File: config.mk
export PLATFORM = sky130hd
export DESIGN_NAME = bitbang_link_handshake_master_unit_flat
export DESIGN_NICKNAME = d
export VERILOG_FILES = /design/src/hdl/bbhs_pkg.sv /design/src/hdl/bbhs_if.sv /design/src/hdl/bitbang_link_handshake_master_unit.sv /design/src/hdl/bbhs_cfg.sv /design/src/hdl/bbhs_core.sv /design/src/hdl/bbhs_out.sv /design/src/flat_wrapper.sv
export SDC_FILE = /design/constraint.sdc
export NUM_CORES = 1
export LEC_CHECK = 0
export BUFFER_PORTS_ARGS = -buffer_cell sky130_fd_sc_hd__buf_2
export CAP_MARGIN = 20
export CORE_ASPECT_RATIO = 0.9
export CORE_UTILIZATION = 35
export CTS_CLUSTER_DIAMETER = 40
export DETAILED_ROUTE_END_ITERATION = 10
export PLACE_DENSITY = 0.52
export REMOVE_ABC_BUFFERS = 1
export SKIP_CTS_REPAIR_TIMING = 1
export SLEW_MARGIN = 20
export SYNTH_ARGS = -nofsm -noshare
export SYNTH_HDL_FRONTEND = slang
export SYNTH_HIERARCHICAL = 1
export SYNTH_SLANG_ARGS = --single-unit
File: constraint.sdc
create_clock -name clk_i -period 4.5 [get_ports clk_i]
set_input_delay 0.225 -clock clk_i [delete_from_list [all_inputs] [get_ports clk_i]]
set_output_delay 0.225 -clock clk_i [all_outputs]
set_load 0.03 [all_outputs]
File: src/hdl/bbhs_pkg.sv
// shared types, codes and the crc-8 helper for the bit-banged link master
package bbhs_pkg;

  // frame length of a receive transfer sequence
  localparam int unsigned RxFrameBytes = 7;

  // input kinds
  localparam logic [2:0] KIND_BEGIN_SEND = 3'd0;
  localparam logic [2:0] KIND_BEGIN_RECV = 3'd1;
  localparam logic [2:0] KIND_TICK       = 3'd2;
  localparam logic [2:0] KIND_SEND_BYTE  = 3'd3;
  localparam logic [2:0] KIND_RECV_BIT   = 3'd4;
  localparam logic [2:0] KIND_RELEASE    = 3'd5;

  // result status codes
  localparam logic [2:0] ST_IDLE  = 3'd0;
  localparam logic [2:0] ST_HS    = 3'd1;
  localparam logic [2:0] ST_READY = 3'd2;
  localparam logic [2:0] ST_FAIL  = 3'd3;
  localparam logic [2:0] ST_GOOD  = 3'd4;
  localparam logic [2:0] ST_BAD   = 3'd5;
  localparam logic [2:0] ST_REJ   = 3'd6;

  // configuration register indexes
  localparam logic [2:0] REG_SEND_ACK_WINDOW    = 3'd0;
  localparam logic [2:0] REG_ACK_RUN_NEEDED     = 3'd1;
  localparam logic [2:0] REG_SEND_RELEASE_LIMIT = 3'd2;
  localparam logic [2:0] REG_RECV_HOLD_TICKS    = 3'd3;
  localparam logic [2:0] REG_RECV_RELEASE_LIMIT = 3'd4;
  localparam logic [2:0] REG_VERIFY_ECHO        = 3'd5;

  localparam int unsigned ApbAddrWidth = 5;

  // configuration values seen by the core
  typedef struct packed {
    logic [7:0] send_ack_window;
    logic [3:0] ack_run_needed;
    logic [5:0] send_release_limit;
    logic [7:0] recv_hold_ticks;
    logic [7:0] recv_release_limit;
    logic       verify_echo;
  } cfg_t;

  // result descriptor from the core to the output stage
  typedef struct packed {
    logic       multi;      // send byte: eight bit results from data
    logic [7:0] data;
    logic       mosi;
    logic [2:0] status;
    logic [7:0] rx_byte;
    logic       byte_valid;
  } res_t;

  // crc-8, polynomial 0x07, one byte
  function automatic logic [7:0] crc8_update(input logic [7:0] crc, input logic [7:0] b);
    logic [7:0] c;
    c = crc ^ b;
    for (int i = 0; i < 8; i++) begin
      c = c[7] ? ({c[6:0], 1'b0} ^ 8'h07) : {c[6:0], 1'b0};
    end
    return c;
  endfunction

endpackage

File: src/hdl/bbhs_if.sv
// valid/ready channel interfaces for input items and result items

interface bbhs_in_if;
  logic       valid;
  logic       ready;
  logic [2:0] kind;
  logic       miso;
  logic [7:0] data;
  logic       last_byte;

  modport source (output valid, kind, miso, data, last_byte, input ready);
  modport sink (input valid, kind, miso, data, last_byte, output ready);
endinterface

interface bbhs_out_if;
  logic       valid;
  logic       ready;
  logic       mosi_level;
  logic [2:0] status;
  logic [7:0] rx_byte;
  logic       byte_valid;
  logic       last;

  modport source (output valid, mosi_level, status, rx_byte, byte_valid, last, input ready);
  modport sink (input valid, mosi_level, status, rx_byte, byte_valid, last, output ready);
endinterface

File: src/hdl/bitbang_link_handshake_master_unit.sv
// top level of the bit-banged link master with handshake and crc-8 check
// latency: the first result of an item is valid the cycle after its transfer
// flow: each item gives one result, except send byte, which gives eight results;
// the next item transfers as the last result is taken, or whenever the result stage is empty
// reset: state clears to idle with the line low, registers load their defaults
module bitbang_link_handshake_master_unit import bbhs_pkg::*; (
  input  logic                    clk_i,
  input  logic                    rst_ni,
  bbhs_in_if.sink                 in_i,
  bbhs_out_if.source              out_o,
  input  logic                    psel,
  input  logic                    penable,
  input  logic                    pwrite,
  input  logic [ApbAddrWidth-1:0] paddr,
  input  logic [31:0]             pwdata,
  output logic [31:0]             prdata,
  output logic                    pready
);

  cfg_t cfg;
  res_t res;
  logic in_ready;
  logic accept;

  assign in_i.ready = in_ready;
  assign accept     = in_i.valid && in_ready;

  // configuration registers
  bbhs_cfg u_cfg (
    .clk_i   (clk_i),
    .rst_ni  (rst_ni),
    .psel    (psel),
    .penable (penable),
    .pwrite  (pwrite),
    .paddr   (paddr),
    .pwdata  (pwdata),
    .prdata  (prdata),
    .pready  (pready),
    .cfg_o   (cfg)
  );

  // link state machine
  bbhs_core u_core (
    .clk_i       (clk_i),
    .rst_ni      (rst_ni),
    .cfg_i       (cfg),
    .accept_i    (accept),
    .kind_i      (in_i.kind),
    .miso_i      (in_i.miso),
    .data_i      (in_i.data),
    .last_byte_i (in_i.last_byte),
    .res_o       (res)
  );

  // result stage
  bbhs_out u_out (
    .clk_i      (clk_i),
    .rst_ni     (rst_ni),
    .in_valid_i (in_i.valid),
    .in_ready_o (in_ready),
    .res_i      (res),
    .out_o      (out_o)
  );

endmodule

File: src/hdl/bbhs_cfg.sv
// apb configuration registers
module bbhs_cfg import bbhs_pkg::*; (
  input  logic                    clk_i,
  input  logic                    rst_ni,
  input  logic                    psel,
  input  logic                    penable,
  input  logic                    pwrite,
  input  logic [ApbAddrWidth-1:0] paddr,
  input  logic [31:0]             pwdata,
  output logic [31:0]             prdata,
  output logic                    pready,
  output cfg_t                    cfg_o
);

  cfg_t       cfg_q;
  logic       wr_en;
  logic [2:0] reg_idx;

  assign pready  = 1'b1;
  assign wr_en   = psel && penable && pwrite;
  assign reg_idx = paddr[ApbAddrWidth-1:2];
  assign cfg_o   = cfg_q;

  // register writes
  always_ff @(posedge clk_i or negedge rst_ni) begin
    if (!rst_ni) begin
      cfg_q.send_ack_window    <= 8'd150;
      cfg_q.ack_run_needed     <= 4'd3;
      cfg_q.send_release_limit <= 6'd20;
      cfg_q.recv_hold_ticks    <= 8'd50;
      cfg_q.recv_release_limit <= 8'd50;
      cfg_q.verify_echo        <= 1'b0;
    end else if (wr_en) begin
      case (reg_idx)
        REG_SEND_ACK_WINDOW:    cfg_q.send_ack_window    <= pwdata[7:0];
        REG_ACK_RUN_NEEDED:     cfg_q.ack_run_needed     <= pwdata[3:0];
        REG_SEND_RELEASE_LIMIT: cfg_q.send_release_limit <= pwdata[5:0];
        REG_RECV_HOLD_TICKS:    cfg_q.recv_hold_ticks    <= pwdata[7:0];
        REG_RECV_RELEASE_LIMIT: cfg_q.recv_release_limit <= pwdata[7:0];
        REG_VERIFY_ECHO:        cfg_q.verify_echo        <= pwdata[0];
        default: ;
      endcase
    end
  end

  // read mux
  always_comb begin
    case (reg_idx)
      REG_SEND_ACK_WINDOW:    prdata = {24'd0, cfg_q.send_ack_window};
      REG_ACK_RUN_NEEDED:     prdata = {28'd0, cfg_q.ack_run_needed};
      REG_SEND_RELEASE_LIMIT: prdata = {26'd0, cfg_q.send_release_limit};
      REG_RECV_HOLD_TICKS:    prdata = {24'd0, cfg_q.recv_hold_ticks};
      REG_RECV_RELEASE_LIMIT: prdata = {24'd0, cfg_q.recv_release_limit};
      REG_VERIFY_ECHO:        prdata = {31'd0, cfg_q.verify_echo};
      default:                prdata = 32'd0;
    endcase
  end

endmodule

File: src/hdl/bbhs_core.sv
// link state machine: handshakes, receive shifter and crc check
module bbhs_core import bbhs_pkg::*; (
  input  logic       clk_i,
  input  logic       rst_ni,
  input  cfg_t       cfg_i,
  input  logic       accept_i,
  input  logic [2:0] kind_i,
  input  logic       miso_i,
  input  logic [7:0] data_i,
  input  logic       last_byte_i,
  output res_t       res_o
);

  // phase codes
  localparam logic [3:0] PH_IDLE      = 4'd0;
  localparam logic [3:0] PH_S_WAKE_HI = 4'd1;
  localparam logic [3:0] PH_S_WAKE_LO = 4'd2;
  localparam logic [3:0] PH_S_ACK     = 4'd3;
  localparam logic [3:0] PH_S_REL     = 4'd4;
  localparam logic [3:0] PH_S_READY   = 4'd5;
  localparam logic [3:0] PH_R_HOLD    = 4'd6;
  localparam logic [3:0] PH_R_REL     = 4'd7;
  localparam logic [3:0] PH_R_DATA    = 4'd8;

  localparam logic [2:0] CrcLastIdx   = 3'(RxFrameBytes - 2);
  localparam logic [2:0] FrameLastIdx = 3'(RxFrameBytes - 1);

  logic [3:0] phase_q, phase_d;
  logic [7:0] tick_q, tick_d;
  logic [4:0] ack_run_q, ack_run_d;
  logic [7:0] rx_shift_q, rx_shift_d;
  logic [2:0] bit_idx_q, bit_idx_d;
  logic [2:0] byte_idx_q, byte_idx_d;
  logic [7:0] crc_q, crc_d;
  logic [7:0] prev_byte_q, prev_byte_d;
  logic       mosi_q, mosi_d;
  logic       match_q, match_d;

  logic [7:0] tick_inc;
  logic [4:0] run_inc;
  logic [7:0] shifted;
  logic       echo_bit;

  assign tick_inc = (tick_q == 8'hFF) ? tick_q : tick_q + 8'd1;
  assign run_inc  = ack_run_q + 5'd1;
  assign shifted  = {rx_shift_q[6:0], miso_i};
  assign echo_bit = cfg_i.verify_echo & prev_byte_q[3'd7 - bit_idx_q];

  // next state and result for one item
  always_comb begin
    phase_d     = phase_q;
    tick_d      = tick_q;
    ack_run_d   = ack_run_q;
    rx_shift_d  = rx_shift_q;
    bit_idx_d   = bit_idx_q;
    byte_idx_d  = byte_idx_q;
    crc_d       = crc_q;
    prev_byte_d = prev_byte_q;
    mosi_d      = mosi_q;
    match_d     = match_q;

    res_o.multi      = 1'b0;
    res_o.data       = data_i;
    res_o.mosi       = 1'b0;
    res_o.status     = ST_REJ;
    res_o.rx_byte    = 8'd0;
    res_o.byte_valid = 1'b0;

    case (kind_i)
      KIND_BEGIN_SEND: begin
        if (phase_q == PH_IDLE) begin
          mosi_d       = 1'b1;
          phase_d      = PH_S_WAKE_HI;
          res_o.status = ST_HS;
        end
      end
      KIND_BEGIN_RECV: begin
        if (phase_q == PH_IDLE) begin
          mosi_d       = 1'b0;
          tick_d       = 8'd0;
          phase_d      = PH_R_HOLD;
          res_o.status = ST_HS;
        end
      end
      KIND_TICK: begin
        res_o.status = ST_HS;
        case (phase_q)
          PH_S_WAKE_HI: begin
            mosi_d  = 1'b0;
            phase_d = PH_S_WAKE_LO;
          end
          PH_S_WAKE_LO: begin
            mosi_d    = 1'b1;
            phase_d   = PH_S_ACK;
            tick_d    = 8'd0;
            ack_run_d = 5'd0;
          end
          PH_S_ACK: begin
            if (miso_i && (run_inc > {1'b0, cfg_i.ack_run_needed})) begin
              mosi_d    = 1'b0;
              ack_run_d = 5'd0;
              tick_d    = 8'd0;
              phase_d   = PH_S_REL;
            end else begin
              ack_run_d = miso_i ? run_inc : 5'd0;
              tick_d    = tick_inc;
              if (tick_inc >= cfg_i.send_ack_window) begin
                mosi_d       = 1'b0;
                phase_d      = PH_IDLE;
                res_o.status = ST_FAIL;
              end
            end
          end
          PH_S_REL: begin
            if (!miso_i) begin
              phase_d      = PH_S_READY;
              res_o.status = ST_READY;
            end else begin
              tick_d = tick_inc;
              if (tick_inc > {2'b00, cfg_i.send_release_limit}) begin
                mosi_d       = 1'b0;
                phase_d      = PH_IDLE;
                res_o.status = ST_FAIL;
              end
            end
          end
          PH_R_HOLD: begin
            if (!miso_i) begin
              mosi_d       = 1'b0;
              phase_d      = PH_IDLE;
              res_o.status = ST_FAIL;
            end else if (tick_inc > cfg_i.recv_hold_ticks) begin
              mosi_d  = 1'b1;
              tick_d  = 8'd0;
              phase_d = PH_R_REL;
            end else begin
              tick_d = tick_inc;
            end
          end
          PH_R_REL: begin
            if (!miso_i) begin
              mosi_d       = 1'b0;
              phase_d      = PH_R_DATA;
              bit_idx_d    = 3'd0;
              byte_idx_d   = 3'd0;
              rx_shift_d   = 8'd0;
              crc_d        = 8'd0;
              prev_byte_d  = 8'd0;
              match_d      = 1'b0;
              res_o.status = ST_READY;
            end else begin
              tick_d = tick_inc;
              if (tick_inc > cfg_i.recv_release_limit) begin
                mosi_d       = 1'b0;
                phase_d      = PH_IDLE;
                res_o.status = ST_FAIL;
              end
            end
          end
          PH_S_READY, PH_R_DATA: res_o.status = ST_READY;
          default:               res_o.status = ST_IDLE;
        endcase
        res_o.mosi = mosi_d;
      end
      KIND_SEND_BYTE: begin
        if (phase_q == PH_S_READY) begin
          res_o.multi  = 1'b1;
          res_o.status = ST_READY;
          if (last_byte_i) begin
            mosi_d  = 1'b0;
            phase_d = PH_IDLE;
          end else begin
            mosi_d = data_i[0];
          end
        end
      end
      KIND_RECV_BIT: begin
        if (phase_q == PH_R_DATA) begin
          mosi_d       = echo_bit;
          rx_shift_d   = shifted;
          bit_idx_d    = bit_idx_q + 3'd1;
          res_o.status = ST_READY;
          // byte complete on the eighth bit
          if (bit_idx_q == 3'd7) begin
            res_o.rx_byte    = shifted;
            res_o.byte_valid = 1'b1;
            prev_byte_d      = shifted;
            if (byte_idx_q < CrcLastIdx) begin
              crc_d = crc8_update(crc_q, shifted);
            end else if (byte_idx_q == CrcLastIdx) begin
              match_d = (crc_q == shifted);
            end
            if (byte_idx_q >= FrameLastIdx) begin
              res_o.status = match_q ? ST_GOOD : ST_BAD;
              byte_idx_d   = 3'd0;
              phase_d      = PH_IDLE;
              mosi_d       = 1'b0;
            end else begin
              byte_idx_d = byte_idx_q + 3'd1;
            end
          end
        end
        res_o.mosi = (phase_q == PH_R_DATA) ? echo_bit : mosi_q;
      end
      KIND_RELEASE: begin
        mosi_d       = 1'b0;
        phase_d      = PH_IDLE;
        res_o.status = ST_IDLE;
      end
      default: ;
    endcase

    // results of kinds other than tick and receive bit report the updated line level
    if (kind_i != KIND_TICK && kind_i != KIND_RECV_BIT) begin
      res_o.mosi = mosi_d;
    end
  end

  // state registers
  always_ff @(posedge clk_i or negedge rst_ni) begin
    if (!rst_ni) begin
      phase_q     <= PH_IDLE;
      tick_q      <= 8'd0;
      ack_run_q   <= 5'd0;
      rx_shift_q  <= 8'd0;
      bit_idx_q   <= 3'd0;
      byte_idx_q  <= 3'd0;
      crc_q       <= 8'd0;
      prev_byte_q <= 8'd0;
      mosi_q      <= 1'b0;
      match_q     <= 1'b0;
    end else if (accept_i) begin
      phase_q     <= phase_d;
      tick_q      <= tick_d;
      ack_run_q   <= ack_run_d;
      rx_shift_q  <= rx_shift_d;
      bit_idx_q   <= bit_idx_d;
      byte_idx_q  <= byte_idx_d;
      crc_q       <= crc_d;
      prev_byte_q <= prev_byte_d;
      mosi_q      <= mosi_d;
      match_q     <= match_d;
    end
  end

endmodule

File: src/hdl/bbhs_out.sv
// result register and serializer for the eight bit results of a send byte
module bbhs_out import bbhs_pkg::*; (
  input  logic clk_i,
  input  logic rst_ni,
  input  logic in_valid_i,
  output logic in_ready_o,
  input  res_t res_i,
  bbhs_out_if.source out_o
);

  logic       busy_q;
  logic [2:0] beat_q;
  res_t       res_q;
  logic       is_last;
  logic       load;

  assign is_last    = !res_q.multi || (beat_q == 3'd7);
  assign in_ready_o = !busy_q || (out_o.ready && is_last);
  assign load       = in_valid_i && in_ready_o;

  // result fields
  assign out_o.valid      = busy_q;
  assign out_o.mosi_level = res_q.multi ? res_q.data[3'd7 - beat_q] : res_q.mosi;
  assign out_o.status     = res_q.status;
  assign out_o.rx_byte    = res_q.rx_byte;
  assign out_o.byte_valid = res_q.byte_valid;
  assign out_o.last       = is_last;

  // control: occupancy and beat counter
  always_ff @(posedge clk_i or negedge rst_ni) begin
    if (!rst_ni) begin
      busy_q <= 1'b0;
      beat_q <= 3'd0;
    end else if (load) begin
      busy_q <= 1'b1;
      beat_q <= 3'd0;
    end else if (busy_q && out_o.ready) begin
      if (is_last) begin
        busy_q <= 1'b0;
      end else begin
        beat_q <= beat_q + 3'd1;
      end
    end
  end

  // payload
  always_ff @(posedge clk_i) begin
    if (load) begin
      res_q <= res_i;
    end
  end

endmodule

File: src/flat_wrapper.sv
// flat-port wrapper written by rule: the top's interface ports become plain ports
module bitbang_link_handshake_master_unit_flat import bbhs_pkg::*;
  (clk_i, rst_ni, psel, penable, pwrite, paddr, pwdata, prdata, pready, in_i_valid, in_i_kind, in_i_miso, in_i_data, in_i_last_byte, in_i_ready, out_o_valid, out_o_mosi_level, out_o_status, out_o_rx_byte, out_o_byte_valid, out_o_last, out_o_ready);
  bbhs_in_if in_i_i ();
  bbhs_out_if out_o_i ();
  input  logic clk_i;
  input  logic rst_ni;
  input  logic psel;
  input  logic penable;
  input  logic pwrite;
  input  logic [ApbAddrWidth-1:0] paddr;
  input  logic [31:0] pwdata;
  output logic [31:0] prdata;
  output logic pready;
  input wire logic [$bits(in_i_i.valid)-1:0] in_i_valid;
  input wire logic [$bits(in_i_i.kind)-1:0] in_i_kind;
  input wire logic [$bits(in_i_i.miso)-1:0] in_i_miso;
  input wire logic [$bits(in_i_i.data)-1:0] in_i_data;
  input wire logic [$bits(in_i_i.last_byte)-1:0] in_i_last_byte;
  output wire logic [$bits(in_i_i.ready)-1:0] in_i_ready;
  output wire logic [$bits(out_o_i.valid)-1:0] out_o_valid;
  output wire logic [$bits(out_o_i.mosi_level)-1:0] out_o_mosi_level;
  output wire logic [$bits(out_o_i.status)-1:0] out_o_status;
  output wire logic [$bits(out_o_i.rx_byte)-1:0] out_o_rx_byte;
  output wire logic [$bits(out_o_i.byte_valid)-1:0] out_o_byte_valid;
  output wire logic [$bits(out_o_i.last)-1:0] out_o_last;
  input wire logic [$bits(out_o_i.ready)-1:0] out_o_ready;
  assign in_i_i.valid = in_i_valid;
  assign in_i_i.kind = in_i_kind;
  assign in_i_i.miso = in_i_miso;
  assign in_i_i.data = in_i_data;
  assign in_i_i.last_byte = in_i_last_byte;
  assign in_i_ready = in_i_i.ready;
  assign out_o_valid = out_o_i.valid;
  assign out_o_mosi_level = out_o_i.mosi_level;
  assign out_o_status = out_o_i.status;
  assign out_o_rx_byte = out_o_i.rx_byte;
  assign out_o_byte_valid = out_o_i.byte_valid;
  assign out_o_last = out_o_i.last;
  assign out_o_i.ready = out_o_ready;
  bitbang_link_handshake_master_unit u_core (.clk_i(clk_i), .rst_ni(rst_ni), .in_i(in_i_i), .out_o(out_o_i), .psel(psel), .penable(penable), .pwrite(pwrite), .paddr(paddr), .pwdata(pwdata), .prdata(prdata), .pready(pready));
endmodule
# After elaboration in Yosys (flattened, before gate mapping)
# Cells that the tools add are included.
classes:
  n_lt_le_gt_ge: 9
  add_sub_neg: 7
  reduce_logical: 41
  muxes: 110
  bitwise_logic: 10
  n_eq_ne: 46
ops:
  columns: ["op", "count"]
  rows:
  - ["8-bit 2-to-1 mux", 13]
  - ["3-bit 2-to-1 mux", 20]
  - ["4-bit 2-to-1 mux", 15]
  - ["4-bit one-hot mux with 6 select lines", 2]
  - ["8-bit one-hot mux with 2 select lines", 3]
  - ["8-bit one-hot mux with 6 select lines", 1]
  - ["8-bit one-hot mux with 4 select lines", 1]
  - ["1-bit 2-to-1 mux", 31]
  - ["12-bit 2-to-1 mux", 2]
  - ["3-bit inverter", 8]
  - ["2-bit inequality test, second input constant", 11]
  - ["3-bit equality test, second input constant", 7]
  - ["2-bit AND reduction", 9]
  - ["4-bit by 3-bit equality test with 1-bit output, second input constant", 4]
  - ["8-bit greater-than comparator", 2]
  - ["4-bit inequality test, second input constant", 4]
  - ["3-bit one-hot mux with 5 select lines", 1]
  - ["2-bit 2-to-1 mux", 7]
  - ["7-bit one-hot mux with 2 select lines", 1]
  - ["14-bit AND reduction", 1]
  - ["3-bit by 2-bit equality test with 1-bit output, second input constant", 4]
  - ["1-bit one-hot mux with 6 select lines", 2]
  - ["2-bit one-hot mux with 6 select lines", 1]
  - ["3-bit one-hot mux with 2 select lines", 2]
  - ["other kinds (41)", 71]
word_totals:
  reg_bits: 109
  input_bits: 57
  word_cells: 247

# Longest topological paths before layout
# Gate-level depths: netlist of the first run.
depth:
  word_depth: 21
  mapped_depth: 17
  depth_no_buf: 16

# Cells and area by module
# The synthesis of the first run kept the hierarchy.
by_module_without_submodules:
  columns: ["mod", "instances", "cells_per_inst", "seq_area_each_um2", "area_each_um2"]
  rows:
  - ["bbhs_core", 1, 513, 1201.2, 4216.5]
  - ["bbhs_cfg", 1, 153, 893.4, 1925.6]
  - ["bbhs_out", 1, 63, 760.7, 1066.0]
  - ["bitbang_link_handshake_master_unit", 1, 1, 0.0, 6.3]

# Worst setup path before layout of the first run
# No wires, ideal clock.
synth_path:
  kind: "reg-to-reg"
  from: "register u_core.u_core.tick_q[0]"
  to: "register u_core.u_core.phase_q[1]"
  t_arrival_ps: 3417
  path_slack_ps: 958
  synth_period_minus_slack_ps: 3542
  stages_incl_launch_ff: 17
  cell_sequence: "dfrtp_1 > ha_1 > and2_1 > and3_1 > buf_6 > nor2_1 > nand3_1 > xnor2_1 > ha_1 > nand3_1 > or4b_1 > a211o_1 > nand2_1 > o21ai_1 > o22ai_2 > a31oi_1 > mux2_4"
synth_via:
  elab_chain_len: 5
  elab_cells_between_ends: 12
synth_lines:
  columns: ["item", "line", "rtl"]
  rows:
  - ["start, declared", "bbhs_core.sv:29", "logic [7:0] tick_q, tick_d;"]
  - ["start signal, assigned", "bbhs_core.sv:234", "tick_q <= tick_d;"]
  - ["8-bit by 1-bit adder with 8-bit output or 8-bit equality test (tied branches)", "bbhs_core.sv:44", "assign tick_inc = (tick_q == 8'hFF) ? tick_q : tick_q + 8'd1;"]
  - ["8-bit 2-to-1 mux *", "bbhs_core.sv:44", null]
  - ["8-bit greater-or-equal comparator, or another cell as far along", "bbhs_core.sv:107", "if (tick_inc >= cfg_i.send_ack_window) begin"]
  - ["4-bit inequality test (no line)", null, null]
  - ["14-bit AND reduction (no line) *", null, null]
  - ["end signal, assigned", "bbhs_core.sv:233", "phase_q <= phase_d;"]
  - ["end, declared", "bbhs_core.sv:28", "logic [3:0] phase_q, phase_d;"]
# Mark *: on every way between the ends. The rest lies on a longest branch, timed or not.
# A chain may end at the register's enable or synchronous reset.

==> results of run 1 <==
[placed cells by master, fill, tap and decap left out, types with 5 or more instances in the layout]
cell type	netlist	final
a211oi_1	6	6
a21oi_1	29	29
a22o_1	14	14
a22oi_1	6	6
a31oi_1	5	5
a32o_1	6	6
and2_1	7	7
and3_1	6	6
buf_2	3	53
buf_4	44	8
clkbuf_16	0	9
conb_1	2	25
dfrtp_1	73	73
dfstp_2	14	14
edfxtp_1	22	22
ha_1	38	38
inv_1	40	40
mux2_2	33	33
mux2_4	9	9
mux2i_1	10	10
nand2_1	67	67
nand2b_1	13	13
nand3_1	18	18
nand3b_1	5	5
nand4_1	6	6
nor2_1	38	38
nor2b_1	9	9
nor3_1	14	14
o211ai_1	5	5
o21a_1	8	8
o21ai_0	39	39
o21ai_1	7	7
o22ai_1	10	10
o31ai_1	8	8
or3_1	6	6
xnor2_1	23	23
xor2_1	7	7
[layout make-up]
class                           count  area, um^2  share of cell area [%]
Sequential cell                   109        2860                    36.6
Multi-Input combinational cell    530        3820                    49.0
Inverter                           42         158                    2.02
Clock buffer                       10         229                    2.94
Timing Repair Buffer               63         343                    4.40
Tap cell                          255         319                    4.09
Clock inverter                      6        76.3                   0.979
[per-layer routing]
| metal | track usage [%] | routed length [um] | vias to the layer above |
|---|---|---|---|
| met3 | 2.63 | 629 | 11 |
| met1 | 24.2 | 8590 | 2677 |
| met5 | 0 | 0 | - |
| li1 | - | - | 2623 |
| met4 | 4.26 | 166 | 0 |
| met2 | 24.6 | 7360 | 127 |
[worst register-to-register path: cells and delay by family, from the launching register on]
| family | cells | cell delay, ns |
|---|---|---|
| simple gates | 6 | 1.37 |
| compound gates | 6 | 0.92 |
| fa+ha+maj | 2 | 0.61 |
| xor+xnor | 1 | 0.47 |
| flops | 1 | 0.46 |
[flip-flops by register name, indices dropped and copies added (netlist names), 5 cells and up]
| name | count |
|---|---|
| u_core/u_cfg/cfg_o | 35 |
| u_core/u_out/res_q | 10 |
| u_core/u_core/crc_q | 8 |
| u_core/u_core/prev_byte_q | 8 |
| u_core/u_core/tick_q | 8 |
| u_core/u_out/out_o.rx_byte | 8 |
| u_core/u_core/rx_shift_q | 7 |
| u_core/u_core/ack_run_q | 5 |
[report_power, final]
| group | switching [uW] | internal [uW] |
|---|---|---|
| sequential | 132 | 1130 |
| combinational | 440 | 314 |
| clock | 373 | 438 |
| total | 945 | 1880 |
[synth_stat cells (7+ instances only)]
| cell | n |
|---|---|
| a22o_1 | 14 |
| o21a_1 | 8 |
| nor2b_1 | 9 |
| nand2b_1 | 13 |
| xnor2_1 | 23 |
| buf_4 | 44 |
| o21ai_0 | 39 |
| inv_1 | 40 |
| mux2_4 | 9 |
| clkbuf_1 | 21 |
| nor2_1 | 38 |
| o31ai_1 | 8 |
| xor2_1 | 7 |
| edfxtp_1 | 22 |
| dfrtp_1 | 73 |
| mux2_2 | 33 |
| mux2i_1 | 10 |
| ha_1 | 38 |
| a21oi_1 | 29 |
| and2_1 | 7 |
| o22ai_1 | 10 |
| o21ai_1 | 7 |
| nand3_1 | 18 |
| nor3_1 | 14 |
| nand2_1 | 67 |
| dfstp_2 | 14 |
[path summary, 6_finish.rpt]
kind / slack (ns) / from / endpoint
setup / recovery: 0.41 / u_core/u_core/tick_q[0] / u_core/u_out/res_q[12]
hold / removal: 0.04 / in_i_data[4] / u_core/u_out/res_q[17]
setup reg to reg: 0.41 / u_core/u_core/tick_q[0] / u_core/u_out/res_q[12]
hold reg to reg: 0.49 / u_core/u_core/prev_byte_q[6] / u_core/u_core/prev_byte_q[6]
max in group asynchronous: 3.07 / rst_ni / u_core/u_cfg/cfg_o[3]
min in group asynchronous: 0.36 / rst_ni / u_core/u_out/beat_q[1]
[cells by family (layout without fill, tap and decap cells)]
| kind of cell | count (synthesis) | in the layout | share of synthesized area (%) |
|---|---|---|---|
| AOI/OAI and AO/OA | 173 | 173 | 16.5 |
| xor gates and xnor gates | 32 | 32 | 4.27 |
| adders and majority gates | 38 | 38 | 6.59 |
| buffers and inverters | 114 | 121 | 8.69 |
| DFF | 109 | 109 | 39.6 |
| muxes | 55 | 55 | 9.35 |
| other | 2 | 25 | 0.104 |
| and+or+nand+nor | 207 | 207 | 14.9 |
[through the flow]
| step | util (%) | hold WS [ns] |
|---|---|---|
| after global routing | 38.8 | 0.0226 |
| after floorplan | - | -0.0706 |
| after detailed placement | 37.1 | 0.214 |
| after global placement | 37.1 | 0.214 |
| after CTS | 38.7 | -0.171 |
| final | 38.8 | 0.0407 |
==> results.py, run 1 <==
metrics = {
    "sta": {
        "finalSetupViolCount": 0,
        "relSlewSlack_pct": 33.5,
        "setup_ws_ns": 0.407,
        "fmax_mhz": 244,
        "finalSetupTns_ns": 0,
        "slew_violations": 0,
        "fin_skew_ns": 0.00772,
        "rsz0062_at_grt": "false",
        "finalCriticalPeriod_ns": 4.09,
        "post-route-period-util_pct": 91.0,
        "worstMarginPinSlew_ns": 0.998,
        "hold_viol_final": 0,
    },
    "die": {
        "dieHeight_um": 138,
        "io_pins": 106,
        "core.rowCount": 49,
        "core-area_mm2": 0.0201,
        "start_util_pct": 35.9,
        "fp.dieArea_mm2": 0.0212,
        "die_w_um": 153,
    },
    "logic_synthesis": {
        "syn_avg_cell_area_um2": 9.88,
        "synth_area_mm2": 0.00721,
        "yosys_warnings": 6,
        "ys.flop_type": "dfrtp_1",
        "synthCells": 730,
        "synth_top_area_share_pct": 25.3,
        "netlist_top_cells_area": "dfrtp_1 25%, edfxtp_1 9.2%, ha_1 6.6%",
        "ys_ff_latch": 109,
        "synthArstFlopShare_pct": 79.8,
        "yosysSeqAreaShare_pct": 39.6,
        "ys_types": 80,
        "synth_top_cell_by_area": "dfrtp_1",
        "synth_edf_count": 22,
    },
    "setup_path": {
        "worstPathArrival_ns": 4.18,
        "crit_required_ns": 4.59,
        "cpLargestDelayFamily": "simple AND/OR/NAND/NOR gates",
        "cpMaxStageDelayCell": "nor4b_1",
        "path_depth": 15,
        "crit_path_end_kind": "flip-flop",
        "max_stage_delay_ns": 0.52,
        "cp_cell_sequence": "ha_1 -> and2_1 -> and3_1 -> nor2_1 -> nand3_1 -> xnor2_1 -> ha_1 -> a21oi_1 -> o21ai_0 -> a221oi_1 -> a311oi_1 -> o21ai_0 -> a21oi_1 -> nor4b_1 -> nand2_1",
        "start_kind": "flip-flop",
        "crit_type": "flip-flop to flip-flop",
        "cp_num_buf_inv": 0,
        "path_max_fanout": 8,
        "reg2regPathDepth": 15,
    },
    "min_path": {
        "hold_depth": 1,
        "holdCritPathClass": "input port to flip-flop",
    },
    "power_and_ir_drop": {
        "peakVddDrop_uv": 166,
        "p_leak_uw": 0.00336,
        "p_per_area_mw_per_mm2": 362,
        "finalPower_uw": 2820,
    },
    "routing": {
        "wl_mm": 16.7,
        "viasPerCell": 5.36,
        "drc": 0,
        "ant_nets": 0,
        "drtIter0Drc": 383,
        "dr.pass1.iters": 7,
        "wl_per_cell_um": 16.5,
        "vias": 5438,
    },
    "place": {
        "place_inst": 996,
        "dpl_cell_area_mm2": 0.00747,
        "dp_hpwl_mm": 12.4,
        "port_buffers": 54,
        "pre_cts_slack_ns": 0.311,
        "gp_congestion": 0.876,
    },
    "run_status": {
        "outcome": "finished, final reports clean",
    },
    "finish": {
        "area_growth_syn_to_layout_pct": 8.12,
        "drive_gt1_share_pct": 20.1,
        "num_antenna_cells": 0,
        "instances_no_fill": 1015,
        "final_nets": 850,
        "n_fill_cell": 1995,
        "final_cell_area_mm2": 0.00780,
    },
    "cts": {
        "cts_root_buffer": "clkbuf_16",
        "clk_pin_slew_ns": 0.07,
        "h-tree-depth": 3,
        "cts_buffer_depth": 2,
        "numCtsBuffers": 9,
        "cts_tree": "yes",
        "cts_sinks": 109,
        "clock_latency_ns": 0.35,
    },
    "global_routing": {
        "grt_usage_pct": 16.3,
        "antenna_found_initial": 0,
        "grt_max_degree": 55,
        "overflow": 0,
        "grt_pass1_wl_mm": 27.7,
        "grt_pass1_vias": 5296,
    },
    "flow_run": {
        "cap_violations": 0,
    },
}
Power figures use the tool's default switching activity.
==> run 2: changes to the inputs <==
--- a/config.mk
+++ b/config.mk
@@ -12,7 +12,6 @@
 export CTS_CLUSTER_DIAMETER = 40
 export DETAILED_ROUTE_END_ITERATION = 10
 export PLACE_DENSITY = 0.52
-export REMOVE_ABC_BUFFERS = 1
 export SKIP_CTS_REPAIR_TIMING = 1
 export SLEW_MARGIN = 20
 export SYNTH_ARGS = -nofsm -noshare
==> run 2 against run 1 <==
  * Worst hold slack worse by 0.0016 ns
  * Total power is 2.0% higher
  * Maximum frequency shrank 2.8%
  * Combinational power hardly changed
  * Clock skew down 0.0012 ns
  * Utilization is 0.087 points higher
  * Sequential share of layout area is 0.082 points lower
  * Critical path depth shrank 1
  * Register-to-register slack worse by 0.12 ns
  * Largest power group unchanged
==> results.py, run 2 (same netlist as run 1, synthesis figures left out) <==
metrics = {
    "global_routing": {
        "antenna_found_initial": 0,
        "grt_usage_pct": 16.3,
        "overflow": 0,
        "grt_pass1_wl_mm": 27.8,
        "met3_usage_pct": 1.79,
        "grt_max_degree": 51,
        "grt_pass1_vias": 5296,
        "grt_use_met1_pct": 23.6,
        "grt_util_met2_pct": 25.3,
        "busiest_layer": "met2",
    },
    "die": {
        "start_util_pct": 35.9,
        "core.rowCount": 49,
        "fp.dieArea_mm2": 0.0212,
        "core-area_mm2": 0.0201,
        "dieHeight_um": 138,
        "io_pins": 106,
        "die_w_um": 153,
    },
    "finish": {
        "seq_area_mm2": 0.00286,
        "drive_gt1_share_pct": 20.3,
        "instances_no_fill": 1014,
        "n_fill_cell": 1945,
        "multi_input_area_mm2": 0.00383,
        "largest_register_ffs": 35,
        "final_nets": 849,
        "final_cell_mix": "73 x dfrtp_1, 67 x nand2_1, 53 x buf_2",
        "area_growth_syn_to_layout_pct": 8.36,
        "num_antenna_cells": 0,
        "layout_commonest_cell": "dfrtp_1",
        "fin_util_pct": 38.9,
    },
    "flow_run": {
        "cap_violations": 0,
    },
    "sta": {
        "finalSetupTns_ns": 0,
        "fmax_mhz": 237,
        "slew_violations": 0,
        "post-route-period-util_pct": 93.6,
        "finalSetupViolCount": 0,
        "relSlewSlack_pct": 31.6,
        "worstMarginPinSlew_ns": 1.03,
        "hold_viol_final": 0,
        "finalCriticalPeriod_ns": 4.21,
        "rsz0062_at_grt": "false",
        "fin_skew_ns": 0.00654,
    },
    "cts": {
        "cts_tree": "yes",
        "clock_latency_ns": 0.36,
        "clk_pin_slew_ns": 0.07,
        "cts_sinks": 109,
        "h-tree-depth": 3,
        "numCtsBuffers": 9,
        "cts_buffer_depth": 2,
        "cts_root_buffer": "clkbuf_16",
    },
    "setup_path": {
        "cp-startpoint": "u_core/u_core/tick_q[0]",
        "r2r_end": "u_core/u_out/out_o.status[1]",
        "crit_type": "flip-flop to flip-flop",
        "crit_required_ns": 4.56,
        "crit_path_end": "u_core/u_out/out_o.status[1]",
        "reg2regPathDepth": 14,
        "rrSetupSlack_ns": 0.29,
        "path_max_fanout": 8,
        "r2r-start": "u_core/u_core/tick_q[0]",
        "crit_path_end_kind": "flip-flop",
        "start_kind": "flip-flop",
        "worstPathArrival_ns": 4.27,
    },
    "routing": {
        "wl_mm": 16.7,
        "vias": 5414,
        "dr.pass1.iters": 5,
        "wl_per_cell_um": 16.5,
        "drtIter0Drc": 510,
        "ant_nets": 0,
        "viasPerCell": 5.34,
        "drc": 0,
    },
    "place": {
        "gp_congestion": 0.863,
        "place_inst": 997,
        "port_buffers": 54,
        "dp_hpwl_mm": 12.5,
    },
    "power_and_ir_drop": {
        "finalPower_uw": 2880,
        "p_leak_uw": 0.00336,
        "p_per_area_mw_per_mm2": 369,
        "peakVddDrop_uv": 203,
    },
    "min_path": {
        "holdCritPathClass": "input port to flip-flop",
    },
    "run_status": {
        "outcome": "finished, final reports clean",
    },
}
run 2: area by class of cell:
class,count,share of cell area [%]
clock buffer,10,2.93
clock inverter,6,1.22
inverter,42,2.02
multi-input combinational,530,48.9
sequential,109,36.5
tap,255,4.08
timing repair buffer,62,4.29
run 2: layer usage:
metal,wire length [um],share of wire (%)
met1,8350,50
met2,7520,45
met3,568,3.4
met4,290,1.7
met5,0,0
run 2: power breakdown:
| group | internal, uW | leakage, uW | total (uW) | switching (uW) |
|---|---|---|---|---|
| clock | 493 | 0.000151 | 870 | 376 |
| combinational | 314 | 0.00187 | 757 | 442 |
| sequential | 1130 | 0.00134 | 1260 | 128 |
run 2: worst max-delay path: stages (launching register included):
cell	delay [ns]
dfrtp_1	0.45
ha_1	0.25
and2_1	0.20
and3_1	0.29
nor2_1	0.14
nand3_1	0.10
xnor2_1	0.47
ha_1	0.22
nand3_1	0.12
or4b_1	0.48
a211o_1	0.33
nand2b_1	0.08
a211oi_1	0.06
a2111oi_0	0.58
a221oi_1	0.13
run 2: stage by stage:
stage,setup slack (ns),cell area (um^2),hold WS [ns]
floorplan,0.958,7300,-0.0706
global placement,0.394,7480,0.225
detailed placement,0.362,7480,0.239
CTS,0.376,7800,-0.145
global route,0.0740,7820,0.0232
finish,0.289,7820,0.0391
run 2: worst min path at each step:
| stage | to | start | cells after the start | slack [ns] |
|---|---|---|---|---|
| 6_report | u_core/u_out/res_q[15] | in_i_data[2] | 1 | 0.04 |
| 5_1_grt | u_core/u_out/res_q[15] | in_i_data[2] | 1 | 0.02 |
| 4_1_cts | u_core/u_cfg/cfg_o[26] | rst_ni | 1 | -0.14 |
| 3_5_place_dp | u_core/u_cfg/cfg_o[26] | rst_ni | 1 | 0.24 |
| 3_3_place_gp | u_core/u_cfg/cfg_o[30] | rst_ni | 1 | 0.23 |
| 2_1_floorplan | u_core/u_cfg/cfg_o[0] | rst_ni | 0 | -0.07 |
==> run 3: changes to the inputs <==
--- a/config.mk
+++ b/config.mk
@@ -7,11 +7,14 @@
 export LEC_CHECK = 0
 export BUFFER_PORTS_ARGS = -buffer_cell sky130_fd_sc_hd__buf_2
 export CAP_MARGIN = 20
+export CELL_PAD_IN_SITES_DETAIL_PLACEMENT = 1
+export CELL_PAD_IN_SITES_GLOBAL_PLACEMENT = 2
 export CORE_ASPECT_RATIO = 0.9
 export CORE_UTILIZATION = 35
+export CTS_BUF_LIST = sky130_fd_sc_hd__clkbuf_8
 export CTS_CLUSTER_DIAMETER = 40
 export DETAILED_ROUTE_END_ITERATION = 10
-export PLACE_DENSITY = 0.52
+export PLACE_DENSITY = 0.77
 export SKIP_CTS_REPAIR_TIMING = 1
 export SLEW_MARGIN = 20
 export SYNTH_ARGS = -nofsm -noshare
==> run 3 against run 2 <==
  * Sequential share of layout area up 0.20 points
  * Critical path depth unchanged
  * Sequential cell count is the same
  * Largest cell class unchanged
  * Largest power group unchanged
  * Highest routed layer unchanged
==> results.py, run 3 (same netlist as run 1, synthesis figures left out) <==
metrics = {
    "run_status": {
        "outcome": "finished, final reports clean",
    },
    "sta": {
        "finalCriticalPeriod_ns": 4.16,
        "finalSetupTns_ns": 0,
        "rsz0062_at_grt": "false",
        "fin_skew_ns": 0.0196,
        "setup_ws_ns": 0.343,
        "fmax_mhz": 241,
        "hold_viol_final": 0,
        "relSlewSlack_pct": 42.1,
        "slew_violations": 0,
        "post-route-period-util_pct": 92.4,
        "finalSetupViolCount": 0,
        "worstMarginPinSlew_ns": 0.864,
    },
    "cts": {
        "h-tree-depth": 3,
        "numCtsBuffers": 9,
        "cts_root_buffer": "clkbuf_8",
        "cts_sinks": 109,
        "cts_buffer_depth": 2,
        "cts_tree": "yes",
        "clk_pin_slew_ns": 0.12,
        "clock_latency_ns": 0.41,
    },
    "place": {
        "dpl_cell_area_mm2": 0.00748,
        "dp_hpwl_mm": 14.0,
        "port_buffers": 54,
        "pre_cts_slack_ns": 0.377,
        "place_inst": 997,
        "gp_congestion": 0.810,
    },
    "global_routing": {
        "grt_pass1_vias": 5825,
        "grt_usage_pct": 18.4,
        "antenna_found_initial": 0,
        "grt_max_degree": 52,
        "overflow": 0,
        "grt_pass1_wl_mm": 31.2,
    },
    "setup_path": {
        "rrSetupSlack_ns": 0.34,
        "path_max_fanout": 8,
        "crit_required_ns": 4.64,
        "cp_cell_sequence": "ha_1 -> and2_1 -> and3_1 -> nor2_1 -> nand3_1 -> xnor2_1 -> ha_1 -> nand3_1 -> or4b_1 -> a211o_1 -> nand2b_1 -> a211oi_1 -> a2111oi_0 -> a221oi_1",
        "max_stage_delay_ns": 0.53,
        "worstPathArrival_ns": 4.29,
        "cpMaxStageDelayCell": "a2111oi_0",
        "cp_num_buf_inv": 0,
        "crit_path_end_kind": "flip-flop",
        "cpLargestDelayFamily": "simple AND/OR/NAND/NOR gates",
        "start_kind": "flip-flop",
        "crit_type": "flip-flop to flip-flop",
    },
    "flow_run": {
        "cap_violations": 0,
    },
    "routing": {
        "drtIter0Drc": 288,
        "viasPerCell": 5.44,
        "wl_mm": 18.8,
        "ant_nets": 0,
        "drc": 0,
        "vias": 5558,
        "dr.pass1.iters": 4,
        "wl_per_cell_um": 18.4,
    },
    "die": {
        "core-area_mm2": 0.0201,
        "dieHeight_um": 138,
        "io_pins": 106,
        "fp.dieArea_mm2": 0.0212,
        "core.rowCount": 49,
        "die_w_um": 153,
        "start_util_pct": 35.9,
    },
    "finish": {
        "layout_commonest_cell": "dfrtp_1",
        "fin_util_pct": 38.7,
        "final_cell_area_mm2": 0.00777,
        "instances_no_fill": 1021,
        "num_antenna_cells": 0,
        "area_growth_syn_to_layout_pct": 7.77,
        "drive_gt1_share_pct": 20.4,
        "largest_register_ffs": 35,
        "final_nets": 856,
        "final_cell_mix": "73 x dfrtp_1, 67 x nand2_1, 53 x buf_2",
        "n_fill_cell": 2290,
    },
    "min_path": {
        "holdCritPathClass": "input port to flip-flop",
    },
    "power_and_ir_drop": {
        "p_per_area_mw_per_mm2": 346,
        "p_leak_uw": 0.00334,
        "peakVddDrop_uv": 130,
    },
}
==> run 3: cell types whose count changed in the layout (fill, tap and decap cells not counted), sizes merged <==
cell,delta
inv,+3
clkinv,+2
clkinvlp,-2
clkbuf,-1
bufinv,-2
dlygate4sd3,+7
==> run 3: metrics by stage <==
step | hold slack, ns | power, uW
3_3_place_gp | 0.318 | 2020
4_1_cts | -0.123 | 2710
5_1_grt | 0.00604 | 2840
3_5_place_dp | 0.332 | 2050
2_1_floorplan | -0.0706 | 1850
6_report | 0.0134 | 2690
==> run 3: cell type report <==
| class | count | area, um^2 | area share, % |
|---|---|---|---|
| multi-input cells | 530 | 3830 | 49.2 |
| inverters | 42 | 158 | 2.03 |
| clock inverters | 7 | 86.3 | 1.11 |
| well taps | 255 | 319 | 4.10 |
| repair buffers | 69 | 405 | 5.21 |
| clock buffers | 9 | 124 | 1.59 |
| flip-flops and latches | 109 | 2860 | 36.7 |
==> run 3: worst paths after layout <==
| kind | start | to | depth (start not counted) |
|---|---|---|---|
| max reg2reg | u_core/u_core/tick_q[0] | u_core/u_out/out_o.status[1] | 14 |
| min reg2reg | u_core/u_core/prev_byte_q[1] | u_core/u_core/prev_byte_q[1] | 1 |
| min in group asynchronous | rst_ni | u_core/u_cfg/cfg_o[12] | 2 |
| min | in_i_data[0] | u_core/u_out/res_q[13] | 1 |
| max in group asynchronous | rst_ni | u_core/u_cfg/cfg_o[29] | 3 |
| max | u_core/u_core/tick_q[0] | u_core/u_out/out_o.status[1] | 14 |
==> run 3: per-layer routing <==
metal  track usage [%]  vias to the layer above  routed length [um]
met5                 0                        -                   0
met3              2.19                       17                 427
met4              6.26                        0                 291
met2              29.4                       79                8780
met1              25.9                     2824                9320
li1                  -                     2638                   -
==> run 3: where the power goes <==
part | total (uW) | switching (uW) | internal, uW
Clock | 644 | 417 | 227
Sequential | 1260 | 137 | 1130
Combinational | 780 | 460 | 320
